$ cat config.mk
export PLATFORM = sky130hd
export DESIGN_NAME = register_cache_allocator_top
export DESIGN_NICKNAME = d
export VERILOG_FILES = /design/src/hw/rtl/rca_pkg.sv /design/src/hw/rtl/rca_store.sv /design/src/hw/rtl/rca_cmp.sv /design/src/hw/rtl/register_cache_allocator_top.sv
export SDC_FILE = /design/constraint.sdc
export NUM_CORES = 1
export LEC_CHECK = 0
export ABC_AREA = 1
export BUFFER_PORTS_ARGS = -buffer_cell sky130_fd_sc_hd__buf_2
export CORE_MARGIN = 5
export CORE_UTILIZATION = 25
export DETAILED_ROUTE_END_ITERATION = 7
export SYNTH_ARGS = -nofsm -noshare
export SYNTH_HDL_FRONTEND = slang
export SYNTH_SLANG_ARGS = --single-unit
$ cat constraint.sdc
create_clock -name clk -period 8.3 [get_ports clk]
set_clock_uncertainty 0.1 [all_clocks]
set_input_delay 0.415 -clock clk [delete_from_list [all_inputs] [get_ports clk]]
set_output_delay 0.415 -clock clk [all_outputs]
set_load 0.02 [all_outputs]
$ cat src/hw/rtl/rca_pkg.sv
// Package for the register cache allocator: sizes, item structs, entry read-out
// and store command types, and small index helpers. No dependencies.
package rca_pkg;

	localparam int ENTRIES   = 8;
	localparam int TAG_WIDTH = 12;
	localparam int IDX_W     = $clog2(ENTRIES);

	typedef enum logic [1:0] {
		KIND_ACQUIRE = 2'd0,
		KIND_FREE    = 2'd1,
		KIND_FLUSH   = 2'd2,
		KIND_NONE    = 2'd3
	} kind_t;

	typedef struct packed {
		logic [1:0]           kind;
		logic [TAG_WIDTH-1:0] tag;
		logic                 tag_valid;
		logic                 will_write;
		logic [2:0]           exclude_a;
		logic                 exclude_a_valid;
		logic [2:0]           exclude_b;
		logic                 exclude_b_valid;
		logic [2:0]           entry_select;
	} in_item_t;

	typedef struct packed {
		logic [2:0]           entry;
		logic                 hit;
		logic                 writeback_valid;
		logic [2:0]           writeback_entry;
		logic [TAG_WIDTH-1:0] writeback_tag;
		logic                 last;
	} out_item_t;

	// Contents of the entry under the read index.
	typedef struct packed {
		logic [TAG_WIDTH-1:0] tag;
		logic                 present;
		logic                 busy;
		logic                 dirty;
	} entry_rd_t;

	typedef enum logic [1:0] {
		ST_NONE    = 2'd0,
		ST_DIRTY   = 2'd1,
		ST_ALLOC   = 2'd2,
		ST_RELEASE = 2'd3
	} store_op_t;

	typedef struct packed {
		store_op_t            op;
		logic [IDX_W-1:0]     idx;
		logic [TAG_WIDTH-1:0] tag;
		logic                 tag_valid;
		logic                 will_write;
	} store_cmd_t;

	// Outcome of the shared compare unit for one entry.
	typedef struct packed {
		logic match;
		logic free;
		logic excl;
		logic wb;
	} cmp_res_t;

	// Round-robin successor of an entry index.
	function automatic logic [IDX_W-1:0] rca_next(input logic [IDX_W-1:0] i);
		logic [IDX_W-1:0] r;
		if (i == IDX_W'(ENTRIES - 1)) r = '0;
		else r = i + IDX_W'(1);
		return r;
	endfunction

	// An excluded index at or beyond ENTRIES matches nothing.
	function automatic logic idx_eq(input logic [IDX_W-1:0] i, input logic [2:0] e);
		return 32'(e) == 32'(i);
	endfunction

endpackage

$ cat src/hw/rtl/rca_store.sv
// Entry store: tag, present, busy and dirty per entry, one read index and one
// write command a cycle. Depends on rca_pkg.
module rca_store import rca_pkg::*; (
	input  logic             clk,
	input  logic             arst_n,
	input  logic [IDX_W-1:0] rd_idx,
	output entry_rd_t        rd,
	input  store_cmd_t       cmd
);

	logic [TAG_WIDTH-1:0] tags_q [ENTRIES];
	logic [ENTRIES-1:0]   present_q;
	logic [ENTRIES-1:0]   busy_q;
	logic [ENTRIES-1:0]   dirty_q;

	assign rd.tag     = tags_q[rd_idx];
	assign rd.present = present_q[rd_idx];
	assign rd.busy    = busy_q[rd_idx];
	assign rd.dirty   = dirty_q[rd_idx];

	always_ff @(posedge clk or negedge arst_n) begin
		if (!arst_n) begin
			present_q <= '0;
			busy_q    <= '0;
			dirty_q   <= '0;
		end else begin
			case (cmd.op)
				ST_DIRTY: begin
					if (cmd.will_write) dirty_q[cmd.idx] <= 1'b1;
				end
				ST_ALLOC: begin
					busy_q[cmd.idx]    <= 1'b1;
					dirty_q[cmd.idx]   <= cmd.will_write;
					present_q[cmd.idx] <= cmd.tag_valid;
				end
				ST_RELEASE: begin
					busy_q[cmd.idx]    <= 1'b0;
					dirty_q[cmd.idx]   <= 1'b0;
					present_q[cmd.idx] <= 1'b0;
				end
				default: ;
			endcase
		end
	end

	// Tags are only looked at behind their present bit.
	always_ff @(posedge clk) begin
		if (cmd.op == ST_ALLOC && cmd.tag_valid) tags_q[cmd.idx] <= cmd.tag;
	end

endmodule

$ cat src/hw/rtl/rca_cmp.sv
// Shared compare unit: tag match, free test, exclusion test and writeback test
// for the entry under the read index. Depends on rca_pkg.
module rca_cmp import rca_pkg::*; (
	input  entry_rd_t        rd,
	input  logic [IDX_W-1:0] idx,
	input  in_item_t         item,
	output cmp_res_t         res
);

	assign res.match = item.tag_valid && rd.present && (rd.tag == item.tag);
	assign res.free  = !rd.busy;
	assign res.excl  = (item.exclude_a_valid && idx_eq(idx, item.exclude_a)) ||
	                   (item.exclude_b_valid && idx_eq(idx, item.exclude_b));
	// A scratch entry is never stored back.
	assign res.wb    = rd.busy && rd.dirty && rd.present;

endmodule

$ cat src/hw/rtl/register_cache_allocator_top.sv
// Register cache allocator top: sequencer, output register and the entry
// store and compare unit. Depends on rca_pkg, rca_store and rca_cmp.
//
//   channel | direction | payload    | handshake
//   req     | in        | in_item_t  | req_valid / req_stall
//   rsp     | out       | out_item_t | rsp_valid / rsp_stall
//
// Acquire: each entry in turn goes through the compare unit, then up to three
// round-robin steps and an allocate step on a miss; an early hit ends the scan.
// Free gives one result; flush walks all entries in turn, one result each.
// Reset clears all marks and sets the last-used pointer to ENTRIES-1.
// A stalled result holds the sequencer at its next emitting step.
module register_cache_allocator_top import rca_pkg::*; (
	input  logic      clk,
	input  logic      arst_n,
	input  logic      req_valid,
	output logic      req_stall,
	input  in_item_t  req,
	output logic      rsp_valid,
	input  logic      rsp_stall,
	output out_item_t rsp
);

	typedef enum logic [5:0] {
		S_IDLE  = 6'b000001,
		S_SCAN  = 6'b000010,
		S_RR    = 6'b000100,
		S_ALLOC = 6'b001000,
		S_FREE  = 6'b010000,
		S_FLUSH = 6'b100000
	} state_t;

	state_t           state_q, state_d;
	in_item_t         item_q;
	logic [IDX_W-1:0] idx_q, idx_d;
	logic [IDX_W-1:0] cand_q, cand_d;
	logic             free_found_q, free_found_d;
	logic [IDX_W-1:0] free_idx_q, free_idx_d;
	logic [IDX_W-1:0] last_used_q, last_used_d;
	logic             out_valid_q;
	out_item_t        out_q, out_d;
	logic             emit;
	logic             slot_free;
	logic [IDX_W-1:0] rd_idx;
	logic             sel_ok;
	entry_rd_t        rd;
	cmp_res_t         cmp;
	store_cmd_t       cmd;

	assign slot_free = !out_valid_q || !rsp_stall;
	assign req_stall = (state_q != S_IDLE);
	assign rsp_valid = out_valid_q;
	assign rsp       = out_q;
	assign sel_ok    = 32'(item_q.entry_select) < ENTRIES;

	always_comb begin
		unique case (state_q)
			S_ALLOC, S_RR: rd_idx = cand_q;
			S_FREE:        rd_idx = IDX_W'(item_q.entry_select);
			default:       rd_idx = idx_q;
		endcase
	end

	rca_store u_store (
		.clk    (clk),
		.arst_n (arst_n),
		.rd_idx (rd_idx),
		.rd     (rd),
		.cmd    (cmd)
	);

	rca_cmp u_cmp (
		.rd   (rd),
		.idx  (rd_idx),
		.item (item_q),
		.res  (cmp)
	);

	always_comb begin
		state_d      = state_q;
		idx_d        = idx_q;
		cand_d       = cand_q;
		free_found_d = free_found_q;
		free_idx_d   = free_idx_q;
		last_used_d  = last_used_q;
		emit         = 1'b0;
		out_d        = '0;
		cmd.op         = ST_NONE;
		cmd.idx        = rd_idx;
		cmd.tag        = item_q.tag;
		cmd.tag_valid  = item_q.tag_valid;
		cmd.will_write = item_q.will_write;

		unique case (state_q)
			S_IDLE: begin
				if (req_valid) begin
					idx_d        = '0;
					free_found_d = 1'b0;
					unique case (kind_t'(req.kind))
						KIND_ACQUIRE: state_d = S_SCAN;
						KIND_FREE:    state_d = S_FREE;
						KIND_FLUSH:   state_d = S_FLUSH;
						default:      state_d = S_IDLE;
					endcase
				end
			end
			S_SCAN: begin
				if (cmp.match) begin
					// Lowest matching entry wins; hold until the result slot frees.
					if (slot_free) begin
						emit        = 1'b1;
						out_d.entry = 3'(idx_q);
						out_d.hit   = 1'b1;
						out_d.last  = 1'b1;
						cmd.op      = ST_DIRTY;
						state_d     = S_IDLE;
					end
				end else begin
					if (!free_found_q && cmp.free) begin
						free_found_d = 1'b1;
						free_idx_d   = idx_q;
					end
					if (idx_q == IDX_W'(ENTRIES - 1)) begin
						if (free_found_q) begin
							cand_d  = free_idx_q;
							state_d = S_ALLOC;
						end else if (cmp.free) begin
							cand_d  = idx_q;
							state_d = S_ALLOC;
						end else begin
							cand_d  = rca_next(last_used_q);
							state_d = S_RR;
						end
					end else begin
						idx_d = idx_q + IDX_W'(1);
					end
				end
			end
			S_RR: begin
				// Skip excluded candidates; at most two steps.
				if (cmp.excl) cand_d = rca_next(cand_q);
				else state_d = S_ALLOC;
			end
			S_ALLOC: begin
				if (slot_free) begin
					emit                  = 1'b1;
					out_d.entry           = 3'(cand_q);
					out_d.writeback_valid = cmp.wb;
					out_d.writeback_entry = cmp.wb ? 3'(cand_q) : 3'd0;
					out_d.writeback_tag   = cmp.wb ? rd.tag : '0;
					out_d.last            = 1'b1;
					cmd.op                = ST_ALLOC;
					last_used_d           = cand_q;
					state_d               = S_IDLE;
				end
			end
			S_FREE: begin
				if (slot_free) begin
					emit        = 1'b1;
					out_d.entry = item_q.entry_select;
					out_d.last  = 1'b1;
					if (sel_ok) begin
						out_d.writeback_valid = cmp.wb;
						out_d.writeback_entry = cmp.wb ? item_q.entry_select : 3'd0;
						out_d.writeback_tag   = cmp.wb ? rd.tag : '0;
						cmd.op                = ST_RELEASE;
					end
					state_d = S_IDLE;
				end
			end
			S_FLUSH: begin
				if (slot_free) begin
					emit                  = 1'b1;
					out_d.entry           = 3'(idx_q);
					out_d.writeback_valid = cmp.wb;
					out_d.writeback_entry = cmp.wb ? 3'(idx_q) : 3'd0;
					out_d.writeback_tag   = cmp.wb ? rd.tag : '0;
					out_d.last            = (idx_q == IDX_W'(ENTRIES - 1));
					cmd.op                = ST_RELEASE;
					if (idx_q == IDX_W'(ENTRIES - 1)) begin
						last_used_d = IDX_W'(ENTRIES - 1);
						state_d     = S_IDLE;
					end else begin
						idx_d = idx_q + IDX_W'(1);
					end
				end
			end
			default: state_d = S_IDLE;
		endcase
	end

	always_ff @(posedge clk or negedge arst_n) begin
		if (!arst_n) begin
			state_q      <= S_IDLE;
			idx_q        <= '0;
			cand_q       <= '0;
			free_found_q <= 1'b0;
			free_idx_q   <= '0;
			last_used_q  <= IDX_W'(ENTRIES - 1);
			out_valid_q  <= 1'b0;
		end else begin
			state_q      <= state_d;
			idx_q        <= idx_d;
			cand_q       <= cand_d;
			free_found_q <= free_found_d;
			free_idx_q   <= free_idx_d;
			last_used_q  <= last_used_d;
			if (slot_free) out_valid_q <= emit;
		end
	end

	always_ff @(posedge clk) begin
		if (state_q == S_IDLE && req_valid) item_q <= req;
		if (emit) out_q <= out_d;
	end

	a_wb_entry: assert property (@(posedge clk) disable iff (!arst_n)
		(out_valid_q && out_q.writeback_valid) |-> (out_q.writeback_entry == out_q.entry))
		else $error("writeback entry differs from result entry");

	a_hit_no_wb: assert property (@(posedge clk) disable iff (!arst_n)
		(out_valid_q && out_q.hit) |-> (!out_q.writeback_valid && out_q.last))
		else $error("hit result carries writeback or is not last");

	a_alloc_ptr: assert property (@(posedge clk) disable iff (!arst_n)
		(state_q == S_ALLOC && slot_free) |=> (last_used_q == $past(cand_q)))
		else $error("last-used pointer not moved to granted entry");

	a_rr_skip: assert property (@(posedge clk) disable iff (!arst_n)
		(state_q == S_RR && !cmp.excl) |=> (state_q == S_ALLOC))
		else $error("round-robin search did not settle");

	a_flush_ptr: assert property (@(posedge clk) disable iff (!arst_n)
		(state_q == S_FLUSH && slot_free && idx_q == IDX_W'(ENTRIES - 1))
		|=> (last_used_q == IDX_W'(ENTRIES - 1) && state_q == S_IDLE))
		else $error("flush did not restore pointer");

endmodule
### Word level (Yosys, flattened, before mapping)

Memory sizes are Yosys's and may differ from the RTL's.
Index checks and enable logic that the tools add are counted.

| storage, ports and cells | value |
|---|---|
| register bits after elaboration | 90 |
| word-level logic and storage cells | 173 |
| output and inout bits | 23 |
| memories kept | 1 |
| bits in writable memories | 96 |
| input bits | 31 |

| operators by class | value |
|---|---|
| $lt $le $gt $ge | 2 |
| bitwise operators | 7 |
| equality and inequality tests | 29 |
| multiplexer cells | 72 |
| reductions and logical operators | 35 |
| add/sub/neg operators | 3 |

Memory list:

| name | depth | width | read ports | clocked after memory_dff | wr ports | RTL line | RTL |
|---|---|---|---|---|---|---|---|
| u_store.tags_q | 8 | 12 | 1 | 0 | 1 | rca_store.sv:11 | `logic [TAG_WIDTH-1:0] tags_q [ENTRIES];` |

Operators with widths:

| operator | count |
|---|---|
| 2-to-1 mux 3 bit | 20 |
| 2-to-1 mux 17 bit | 3 |
| one-hot mux 16 bit (3 select lines) | 1 |
| 2-to-1 mux 6 bit | 7 |
| one-hot mux 8 bit (2 select lines) | 2 |
| one-hot mux 6 bit (5 select lines) | 1 |
| bitwise AND 8 bit | 3 |
| one-hot mux 8 bit (3 select lines) | 1 |
| != test 2 bit (second input constant) | 10 |
| one-hot mux 3 bit (2 select lines) | 3 |
| one-hot mux 6 bit (3 select lines) | 1 |
| bitwise mux 8 bit | 2 |
| 2-to-1 mux 4 bit | 4 |
| bitwise OR 8 bit | 2 |
| AND reduction 4 bit | 4 |
| 2-to-1 mux 1 bit | 13 |
| equality test 12 bit | 1 |
| 2-to-1 mux 12 bit | 1 |
| one-hot mux 3 bit (4 select lines) | 1 |
| logical AND 1 bit | 10 |
| adder 3 x 1 -> 3 bit (second input constant) | 3 |
| binary-select mux 1 bit (select 3 bit) | 3 |
| equality test 3 bit (second input constant) | 3 |
| one-hot mux 3 bit (3 select lines) | 1 |
| 31 further kinds | 48 |

### Logic depth before layout (Yosys ltp)

Gate-level depths: netlist (run 1).

| logic depth | value |
|---|---|
| depth in word-level cells | 13 |
| gate-level depth with buffers | 26 |
| mapped depth without buffers | 24 |

### Hierarchy

From an unflattened synthesis (run 1), not the netlist that was laid out.

| unflattened totals | value |
|---|---|
| cells, all modules | 1,030 |
| area, all modules | 9,241.4 µm² |

Modules (own cells, without submodules):

| module | area an instance (µm²) | cells each | times used | sequential area each (µm²) |
|---|---|---|---|---|
| rca_store | 5,641.7 | 636 | 1 | 3,483.3 |
| register_cache_allocator_top | 3,271.9 | 320 | 1 | 1,946.9 |
| rca_cmp | 327.8 | 74 | 1 | 0.0 |

### Worst setup path before layout (run 1)

No wires, ideal clock.

| path | value |
|---|---|
| path type | reg-to-reg |
| from | reg state_q[0] |
| to | mem u_store.tags_q[1][0], enable pin |
| slack | 4.721 ns |
| arrival | 3.083 ns |
| library setup time | 0.396 ns |
| buffers on the path | 2 |
| required time | 7.804 ns |
| cell stages (with the launch flop) | 21 |
| clock period less this slack | 3.579 ns |
| cells stage by stage | dfstp_2 > nor2_2 > nand3_1 > nand3_2 > inv_2 > nand2_2 > nand2_2 > buf_6 > buf_6 > nand2_1 > nand3_1 > nand2_1 > nor2_2 > nand2_1 > nand2_1 > nor2_1 > nand2_1 > nor2_4 > nand3_4 > nand2_8 > nor3_1 |

| between the ends | value |
|---|---|
| word-level cells in the longest chain between the ends | 13 |
| elaborated cells between the ends (all ways) | 20 |
| those cells by class | 7 x eq/ne; 7 x mux; 5 x reduce/logical; 1 x memory |

Ends and longest elaborated chain:

| element | RTL line | RTL |
|---|---|---|
| start: declaration | register_cache_allocator_top.sv:33 | `state_t state_q, state_d;` |
| start signal: assignment | register_cache_allocator_top.sv:202 | `state_q <= state_d;` |
| parallel branches: the longest is 13 deep, another holds memory (8 x 12 bit) | n/a |  |
| end: declaration | rca_store.sv:11 |  |

Parallel ways; which one is timed is not known. The select of a mux whose other input is x is not followed.

### Final worst setup path (run 1)

| path | value |
|---|---|
| from | reg state_q[4] |
| to | reg out_q, in the netlist rsp[4], enable pin |

| between the ends | value |
|---|---|
| word-level cells in the longest chain between the ends | 9 |
| elaborated cells between the ends (all ways) | 16 |
| those cells by class | 6 x eq/ne; 5 x mux; 4 x reduce/logical; 1 x memory |

Ends and longest elaborated chain:

| element | RTL line | RTL |
|---|---|---|
| parallel branches: the longest is 8 deep, another holds memory (8 x 12 bit) | n/a |  |
| one-hot mux 1 bit (2 select lines) * | register_cache_allocator_top.sv:94 | `unique case (state_q)` |
| via emit | register_cache_allocator_top.sv:42 | `logic emit;` |
| end signal: assignment | register_cache_allocator_top.sv:214 | `if (emit) out_q <= out_d;` |
| end: declaration | register_cache_allocator_top.sv:41 | `out_item_t out_q, out_d;` |

Mark *: on every way through the listed nets, which the timed path passes. The select of a mux whose other input is x is not followed.
A chain may end at the register's enable or synchronous reset.

==> results of run 1 <==
[power by group]
group          leakage [nW]  internal [mW]  switching (mW)  total, mW
combinational          2.52          0.320           0.790       1.11
sequential             1.88           1.19           0.121       1.32
clock                 0.279          0.446           0.364      0.810
[stage by stage]
step	util	area, µm²	hold slack (ps)	setup slack [ps]
2_1_floorplan	-	9230	19.4	4720
3_3_place_gp	0.274	10000	373	2790
3_5_place_dp	0.274	10000	379	2640
4_1_cts	0.290	10600	30.6	2610
5_1_grt	0.290	10600	32.3	2060
6_report	0.290	10600	48.1	2650
[worst max-delay path: cells and delay by family, from the launching register on]
| kind | cells | cell delay, ps |
|---|---|---|
| buffers and inverters | 3 | 780 |
| flip-flops | 1 | 410 |
| AND/OR/NAND/NOR | 15 | 3930 |
[sequential cells by signal (all words and copies together), names as in the netlist, named ones only]
| register | flops |
|---|---|
| rsp_valid | 1 |
| item_q | 11 |
| state_q | 6 |
| u_store.tags_q | 96 |
| free_idx_q | 3 |
| u_store.dirty_q | 8 |
| rsp | 21 |
| last_used_q | 3 |
| idx_q | 3 |
| free_found_q | 1 |
| cmd | 14 |
| u_store.present_q | 8 |
| cand_q | 3 |
[routing by layer]
layer,track usage,vias up,share of wire
li1,-,3458,-
met1,0.152,3284,0.45
met2,0.187,207,0.47
met3,0.0236,38,0.055
met4,0.0485,0,0.028
met5,0,-,0
[logic make-up (layout without fill, tap and decap cells)]
| group | after synthesis | after routing | synth area share |
|---|---|---|---|
| AO/OA/AOI/OAI | 104 | 104 | 0.0667 |
| flip-flops | 186 | 186 | 0.582 |
| adder cells (fa/ha/maj) | 6 | 6 | 0.00813 |
| buffers and inverters | 157 | 223 | 0.0726 |
| AND/OR/NAND/NOR | 560 | 560 | 0.269 |
| XOR/XNOR | 2 | 2 | 0.00190 |
[synth_stat cells (all sizes together), types with 5 or more instances]
cell type    n
edfxtp     142
nand4        5
o311ai       8
nor2        68
inv        124
o21ai       54
dfrtp       40
nand3b      36
nand3       73
nand2      365
ha           6
nor3        11
clkbuf       5
a21oi       17
buf         26
o211ai      10
[path summary, 6_finish.rpt]
check	from	endpoint	slack, ps	cells after the start
max in group asynchronous	arst_n	u_store.present_q[3]$_DFFE_PN0P_	7380	1
min in group asynchronous	arst_n	free_idx_q[1]$_DFFE_PN0P_	70	1
worst max register to register	state_q[4]$_DFFE_PN0P_	rsp[4]$_SDFFCE_PN0P_	2650	18
worst min register to register	last_used_q[1]$_DFFE_PN1P_	last_used_q[1]$_DFFE_PN1P_	380	2
worst max-delay path	state_q[4]$_DFFE_PN0P_	rsp[4]$_SDFFCE_PN0P_	2650	18
worst min-delay path	req[4]	item_q[4]$_DFFE_PP_	50	1
[cell usage in the layout (no fill, tap or decap), drive strengths merged, types with 11 or more instances in the layout]
master / netlist / layout
clkbuf: 5 / 18
nand2: 365 / 365
edfxtp: 142 / 142
nand3: 73 / 73
dfrtp: 40 / 40
inv: 124 / 129
nor2: 68 / 68
a21oi: 17 / 17
nand3b: 36 / 36
nor3: 11 / 11
buf: 26 / 66
o21ai: 54 / 54
[layout make-up]
cell class                 instances  area [µm²]
inverter                         126         473
tap                              468         586
clock inverter                    13         144
fill                            3747       25900
clock buffer                      18         429
timing repair buffer              66         363
sequential                       186        5370
multi-input combinational        672        3230
==> run metrics, run 1 <==
initial antenna violation count=0; DRT iter0 DRCs=roughly 500; # diodes=0; Post-synth ARST share=0.237; Leak Pwr=4.68 nW; gpl congestion=0.901; Total Wirelength=~24 mm; row count=70; pin count of the biggest net entering global routing=45; total of max-cap violations=0; Worst Setup Start Kind=register; Mapped Area=9230 µm²; Crit Path Max Fanout=43; Slew @ Worst Pin=1090 ps; critical path type=register to register; Tot Pwr=3.24 mW; CTS tree=done; Slew Viols, Final=0; endpoints failing setup=0; pwr/cell area=just over 300 nW/µm²; Post-DRT Antenna Nets=0; Yosys cell types=44; CTS sink cnt=186; GRT Residual Overflow=0; RSZ-0062 raised after global routing=false; I/O Buffers=53; DIE WIDTH=202 µm; Post-Layout Cell Count=roughly 1500; clk slew on worst S/H paths=around 70 ps; vias=6987; Tmin final=5650 ps; core area=approximately 37000 µm²; cts hold-fix bufs=0; vias in the first global route=6748; Synth Warn #=0; Mapped Avg Cell Area=9.10 µm²; failing checks=DRC; Avg WL per Cell=approximately 15 µm; CTS Buf Count=17; Critical Path RT=8250 ps; setup TNS=0 ps; critical path's largest stage delay=860 ps; crit end category=register; Worst Path Arrival=approximately 5600 ps; status=finished with violations; Critical Path, Cell by Cell=nor2_1, nand3_1, nand3_2, inv_2, nand2_2, nand2_2, buf_4, inv_2, nand2_1, nand3_1, nand2_1, nor2_1, nand2_1, nand2_1, nand4_1, nor2_1, nand4_1, nand2_1; DR vias/cell=roughly 4.5; Pre-antenna DRT Iters=8; ys flop type=edfxtp_1; Yosys top cell area share=0.462; Synth Net Count=1052; Total GRT Usage=0.116; hold crit path type=primary input to register; synth top area cells=edfxtp_1 46%, nand2_1 15%, dfrtp_1 11%, inv_1 4.8%, nand3_1 3.8%; layout cell share with drive strength beyond 1=0.122; Initial Utilization=0.253; post-CTS sizing=0; drt drc=1; first-pass GRT wire length=roughly 37 mm; flops & latches, synth=186; post-synthesis sequential area ratio=0.582; Slowest cell on crit path=nand2_1; postcts setup bufs=0; post-detail-place hpwl=about 17 mm; Tcrit/Tclk final=0.681; hold violation count in the final report=0; Synth Instances=1015; Ports=54; cell mode on critical path=nand2_1; Synth area leader=edfxtp_1; max_slew headroom=0.271; max frequency=between 150 and 200 MHz; Final #Nets=1106; Post-synth EDFFs=~140; CTS max path bufs=2; die height=about 200 µm; dpl cells=1518; area delta synth->final=14.7%; DIE AREA=40900 µm²; Max IR drop VDD=0.113 mV; worst-skew pair later-pin latency=440 ps; CTS H-tree depth=4; CTS root buf=clkbuf_16
Note: power is estimated with default switching activity, not from simulation.
==> inputs of run 2 (changes only) <==
Clock period 8.3 ns to 5.4 ns, I/O delays scaled along.
==> run metrics, run 2 (synthesis gave the netlist of run 1 again) <==
Ports=54 (unchanged); reg2reg end=u_store.tags_q[1][10]$_DFFE_PP_; vias in the first global route=6943 (+2.9%); gpl congestion=0.895 (-0.66%); Critical Path RT=5360 ps (-2890 ps); register name with the most flops=u_store.tags_q; Reg2Reg Depth=20 (+2); Critical Path, Cell by Cell=nor2_2, nand3_1, nand3_2, inv_2, nand2_1, nand2_2, inv_1, nor2_2, nand3_1, nand2_1, inv_1, nand2_1, nand2_1, nand2_1, nor2_1, nand2_1, nor2_4, nand3_4, nand2_8, nor3_2; most frequent cells in the layout=357 x nand2_1, 142 x edfxtp_1, 119 x inv_1, 70 x nand3_1, 61 x nor2_1; Slowest cell on crit path=nor3_2; post-route cell area=10900 µm² (+2.8%); Post-DRT Antenna Nets=0 (unchanged); dpl cells=1522 (+0.26%); Post-Layout Cell Count=1580 (+2.0%); I/O Buffers=53 (unchanged); Slew @ Worst Pin=1100 ps (+10.7 ps); Fin Hold WS=18.4 ps (-29.8 ps); Total GRT Usage=0.119 (+0.00341); layout cell share with drive strength beyond 1=0.125 (+0.00289); post-detail-place hpwl=16.7 mm (+0.93%); hold path cells=3 (+2); max frequency=215 MHz (+22%); critical path type=register to register; Max IR drop VDD=0.240 mV (+110%); Worst Setup Start Kind=register; DIE AREA=40900 µm² (unchanged); # diodes=0 (unchanged); Sw Share=0.404 (+0.0102); Crit Path Max Fanout=19 (-56%); first-pass GRT wire length=38.3 mm (+2.6%); crit path from=state_q[0]$_DFFE_PN1P_; Internal=3.00 mW (+53%); CTS sink cnt=186 (unchanged); net switching power=2.04 mW (+60%); Total Wirelength=24.4 mm (+1.9%); endpoints failing setup=0 (unchanged); clk slew on worst S/H paths=70 ps (about the same); Final #Nets=1136 (+2.7%); Slew Viols, Final=0 (unchanged); CTS root buf=clkbuf_16; Initial Utilization=0.253 (unchanged); Tmin final=4650 ps (-1010 ps); max reg flops=96 (unchanged); total of max-cap violations=0 (unchanged); Worst Path Arrival=4600 ps (-1010 ps); clock power share=0.249 (about the same); r2r setup slk=750 ps (-1890 ps); drt drc=0 (-1); initial antenna violation count=0 (unchanged); vias=7194 (+3.0%); DRT iter0 DRCs=561 (+14%); status=completed; CTS Buf Count=17 (unchanged); Tcrit/Tclk final=0.861 (+0.180); RSZ-0062 raised after global routing=false; crit end category=register; pin count of the biggest net entering global routing=45 (unchanged); pwr/cell area=463 nW/µm² (+52%); crit path buf inv count=3 (unchanged); post-CTS sizing=0 (unchanged); CTS H-tree depth=4 (unchanged); Leak Pwr=4.81 nW (+2.8%); RR Startpoint=state_q[0]$_DFFE_PN1P_; Placed Area=10000 µm² (+0.27%); GRT Residual Overflow=0 (unchanged); DIE WIDTH=202 µm (unchanged); Avg WL per Cell=15.4 µm (-0.15%); Final Util=0.298 (+0.00815); die height=202 µm (unchanged); Pre-antenna DRT Iters=5 (-3); CTS tree=done; cell mode on critical path=nand2_1; Worst setup endpoint=u_store.tags_q[1][10]$_DFFE_PP_; worst-skew pair later-pin latency=440 ps (about the same); commonest non-fill, non-tap cell in the layout=nand2_1; hold crit path type=primary input to register; row count=70 (unchanged); area delta synth->final=18.0%; DR vias/cell=4.55 (+0.94%); Comb pwr share=0.350 (+0.007); CTS max path bufs=2 (unchanged); CP delay by family, top=simple AND/OR/NAND/NOR gates; critical path's largest stage delay=820 ps (-40 ps); hold violation count in the final report=0 (unchanged); setup TNS=0 ps (unchanged); Reg power frac=0.401 (-0.005); max_slew headroom=0.268 (-0.00317); core area=36500 µm² (unchanged); number of stages on the worst setup path=20 (+2)
## run 2: changes by cell type in the layout (fill, tap and decap cells not counted), sizes merged
cell | previous run | this run
bufinv | 2 | 1
inv | 129 | 131
clkbuf | 18 | 17
dlygate4sd3 | 0 | 26
clkinvlp | 1 | 2
buf | 66 | 70
## run 2: worst min-delay path by stage
stage	startpoint	end	slack [ps]
floorplan	arst_n	asynchronous set/reset pin	-130
global placement	req[18]	cmd[7]$_DFFE_PP_	350
detailed placement	req[3]	item_q[3]$_DFFE_PP_	350
CTS	req[25]	state_q[4]$_DFFE_PN0P_	5
global route	req_valid	state_q[0]$_DFFE_PN1P_	30
finish	req[25]	state_q[4]$_DFFE_PN0P_	20
## run 2: stage by stage
| step | worst slack [ps] | power (mW) |
|---|---|---|
| 3_3_place_gp | 809 | 3.79 |
| 4_1_cts | 661 | 5.08 |
| 3_5_place_dp | 673 | 3.80 |
| 2_1_floorplan | 1820 | 3.26 |
| 5_1_grt | 269 | 5.39 |
| 6_report | 752 | 5.04 |
## run 2: power by group through the flow
| stage | clock [mW] | sequential (mW) | combinational, mW |
|---|---|---|---|
| finish | 1.26 | 2.02 | 1.77 |
| global route | 1.34 | 2.05 | 2.01 |
| CTS | 1.28 | 2.02 | 1.77 |
| detailed placement | 0 | 2.05 | 1.75 |
| global placement | 0 | 2.05 | 1.74 |
| floorplan | 0 | 2.02 | 1.24 |
## run 2: area by class of cell
| cell class | instances | area [µm²] |
|---|---|---|
| clock buffers | 17 | 425 |
| flip-flops and latches | 186 | 5370 |
| fillers | 3777 | 25600 |
| repair buffers | 96 | 653 |
| clock inverters | 15 | 158 |
| well taps | 468 | 586 |
| multi-input cells | 672 | 3230 |
| inverters | 126 | 473 |
## run 2: repair_timing
action,in CTS,in global routing
hold buffers,26,0
endpoints found under the hold margin,65,0
setup endpoints to repair,0,0
buffers inserted,0,0
## run 2: worst register-to-register path: stages (launching register included)
cell     delay (ps)
dfstp_2         570
nor2_2           70
nand3_1         200
nand3_2         180
inv_2           110
nand2_1          60
nand2_2         390
inv_1           430
nor2_2          320
nand3_1         130
nand2_1         120
inv_1            50
nand2_1         130
nand2_1          80
nand2_1          70
nor2_1           40
nand2_1         100
nor2_4           60
nand3_4         130
nand2_8         120
nor3_2          820
## run 2: metal layers
metal	up-vias	part of all wire	GRT usage
met5	-	0	0
met4	0	0.023	0.0449
met3	29	0.040	0.0189
met2	174	0.48	0.196
met1	3466	0.46	0.160
li1	3525	-	-
==> inputs of run 3 (changes only) <==
Settings changed: MAX_ROUTING_LAYER set to met4.
==> run metrics, run 3 (synthesis gave the netlist of run 1 again) <==
Total Wirelength=24.2 mm (-0.54%); core area=36500 µm² (unchanged); crit end category=register; Slew @ Worst Pin=1060 ps (-37.4 ps); pin count of the biggest net entering global routing=45 (unchanged); Reg2Reg Depth=19 (-5.0%); Slew Viols, Final=0 (unchanged); first-pass GRT wire length=38.5 mm (+0.58%); CTS root buf=clkbuf_16; hold path cells=4 (+1); fill count=3782 (+0.13%); Total GRT Usage=0.123 (+0.00360); I/O Buffers=53 (unchanged); dpl cells=1524 (+0.13%); CTS tree=done; hold crit path type=primary input to register; Tmin final=4560 ps (-92.0 ps); DIE WIDTH=202 µm (unchanged); endpoints failing setup=0 (unchanged); Pre-antenna DRT Iters=5 (unchanged); Post-Place Worst Slack=821 ps (+148 ps); worst-skew pair later-pin latency=450 ps (about the same); Post-Layout Cell Count=1583 (+0.19%); vias=7018 (-2.4%); total of max-cap violations=0 (unchanged); critical path type=register to register; register name with the most flops=u_store.tags_q; max_slew headroom=0.293 (+0.0249); Initial Utilization=0.253 (unchanged); Final #Nets=1139 (+0.26%); Worst Setup Start Kind=register; gpl congestion=0.939 (+5.0%); Crit Path Max Fanout=19 (unchanged); max reg flops=96 (unchanged); layout cell share with drive strength beyond 1=0.126 (+0.000561); most frequent cells in the layout=357 x nand2_1, 142 x edfxtp_1, 119 x inv_1, 70 x nand3_1, 61 x nor2_1; Avg WL per Cell=15.3 µm (-0.73%); # diodes=0 (unchanged); Worst Path Arrival=4520 ps (-80 ps); vias in the first global route=6940 (-0.043%); drt drc=0 (unchanged); GRT Residual Overflow=0 (unchanged); post-route cell area=11000 µm² (+0.69%); status=completed; Leak Pwr=4.85 nW (+0.80%); Tcrit/Tclk final=0.844 (-0.0170); CTS max path bufs=2 (unchanged); die height=202 µm (unchanged); Post-DRT Antenna Nets=0 (unchanged); row count=70 (unchanged); Ports=54 (unchanged); CTS H-tree depth=4 (unchanged); DRT iter0 DRCs=581 (+3.6%); setup TNS=0 ps (unchanged); CTS sink cnt=186 (unchanged); pwr/cell area=468 nW/µm² (+1.2%); RSZ-0062 raised after global routing=false; CTS Buf Count=17 (unchanged); area delta synth->final=18.8%; DIE AREA=40900 µm² (unchanged); hold violation count in the final report=0 (unchanged); Max IR drop VDD=0.241 mV (+0.17%); fin worst setup slack=844 ps (+92.0 ps); Placed Area=10100 µm² (+0.15%); initial antenna violation count=0 (unchanged); DR vias/cell=4.43 (-2.6%); postcts setup bufs=0 (unchanged); Critical Path RT=5370 ps (about the same); post-detail-place hpwl=17.3 mm (+3.7%); commonest non-fill, non-tap cell in the layout=nand2_1; clk slew on worst S/H paths=70 ps (about the same); max frequency=220 MHz (+2.0%)
[run 3: repair_timing]
item,4_1_cts,5_1_grt
hold endpoints to repair,66,0
hold buffers,27,0
resized for setup,0,0
[run 3: report_power, final]
group	switching (mW)	internal, mW
logic	1.23	0.522
registers	0.198	1.83
clock network	0.606	0.750
[run 3: worst paths after layout]
path / slack (ps) / end / from
worst min-delay path: 30 / state_q[0]$_DFFE_PN1P_ / req_valid
worst max register to register: 840 / u_store.tags_q[1][9]$_DFFE_PP_ / state_q[4]$_DFFE_PN0P_
max in group asynchronous: 4080 / u_store.present_q[6]$_DFFE_PN0P_ / arst_n
worst min register to register: 390 / last_used_q[1]$_DFFE_PN1P_ / last_used_q[1]$_DFFE_PN1P_
worst max-delay path: 840 / u_store.tags_q[1][9]$_DFFE_PP_ / state_q[4]$_DFFE_PN0P_
min in group asynchronous: 460 / free_found_q$_DFFE_PN0P_ / arst_n
[run 3: layer usage]
metal,vias to the layer above,GRT usage,wire length (µm)
met5,-,-,0
met4,0,0.0332,349
met2,174,0.193,11200
met1,3298,0.167,11700
met3,21,0.0189,953
li1,3525,-,-
[run 3: final cells by class]
| class | instances | area [µm²] | share of cell area |
|---|---|---|---|
| Timing Repair Buffer | 99 | 678 | 0.0618 |
| Clock inverter | 14 | 204 | 0.0186 |
| Sequential cell | 186 | 5370 | 0.490 |
| Tap cell | 468 | 586 | 0.0534 |
| Clock buffer | 18 | 429 | 0.0391 |
| Multi-Input combinational cell | 672 | 3230 | 0.294 |
| Inverter | 126 | 473 | 0.0431 |
[run 3: per-stage QoR]
| step | power [mW] | hold slack (ps) | utilization |
|---|---|---|---|
| after CTS | 5.18 | 10.6 | 0.300 |
| after detailed placement | 3.80 | 348 | 0.276 |
| after global placement | 3.79 | 349 | 0.276 |
| after floorplan | 3.26 | -126 | - |
| after global routing | 5.49 | 27.4 | 0.300 |
| final | 5.14 | 26.9 | 0.300 |
[run 3: critical path, cell delays in order (launching register included)]
cell and delay (ps):
dfrtp_1 410, nor2_1 240, nand3_1 260, nand3_2 200
nand3_1 110, nand2_2 380, inv_1 380, nor2_2 340
nand3_1 130, nand2_1 120, inv_1 50, nand2_1 90
nand2_1 70, nand2_1 70, nor2_1 40, nand2_1 100
nor2_4 50, nand3_4 130, nand2_8 120, nor3_2 770
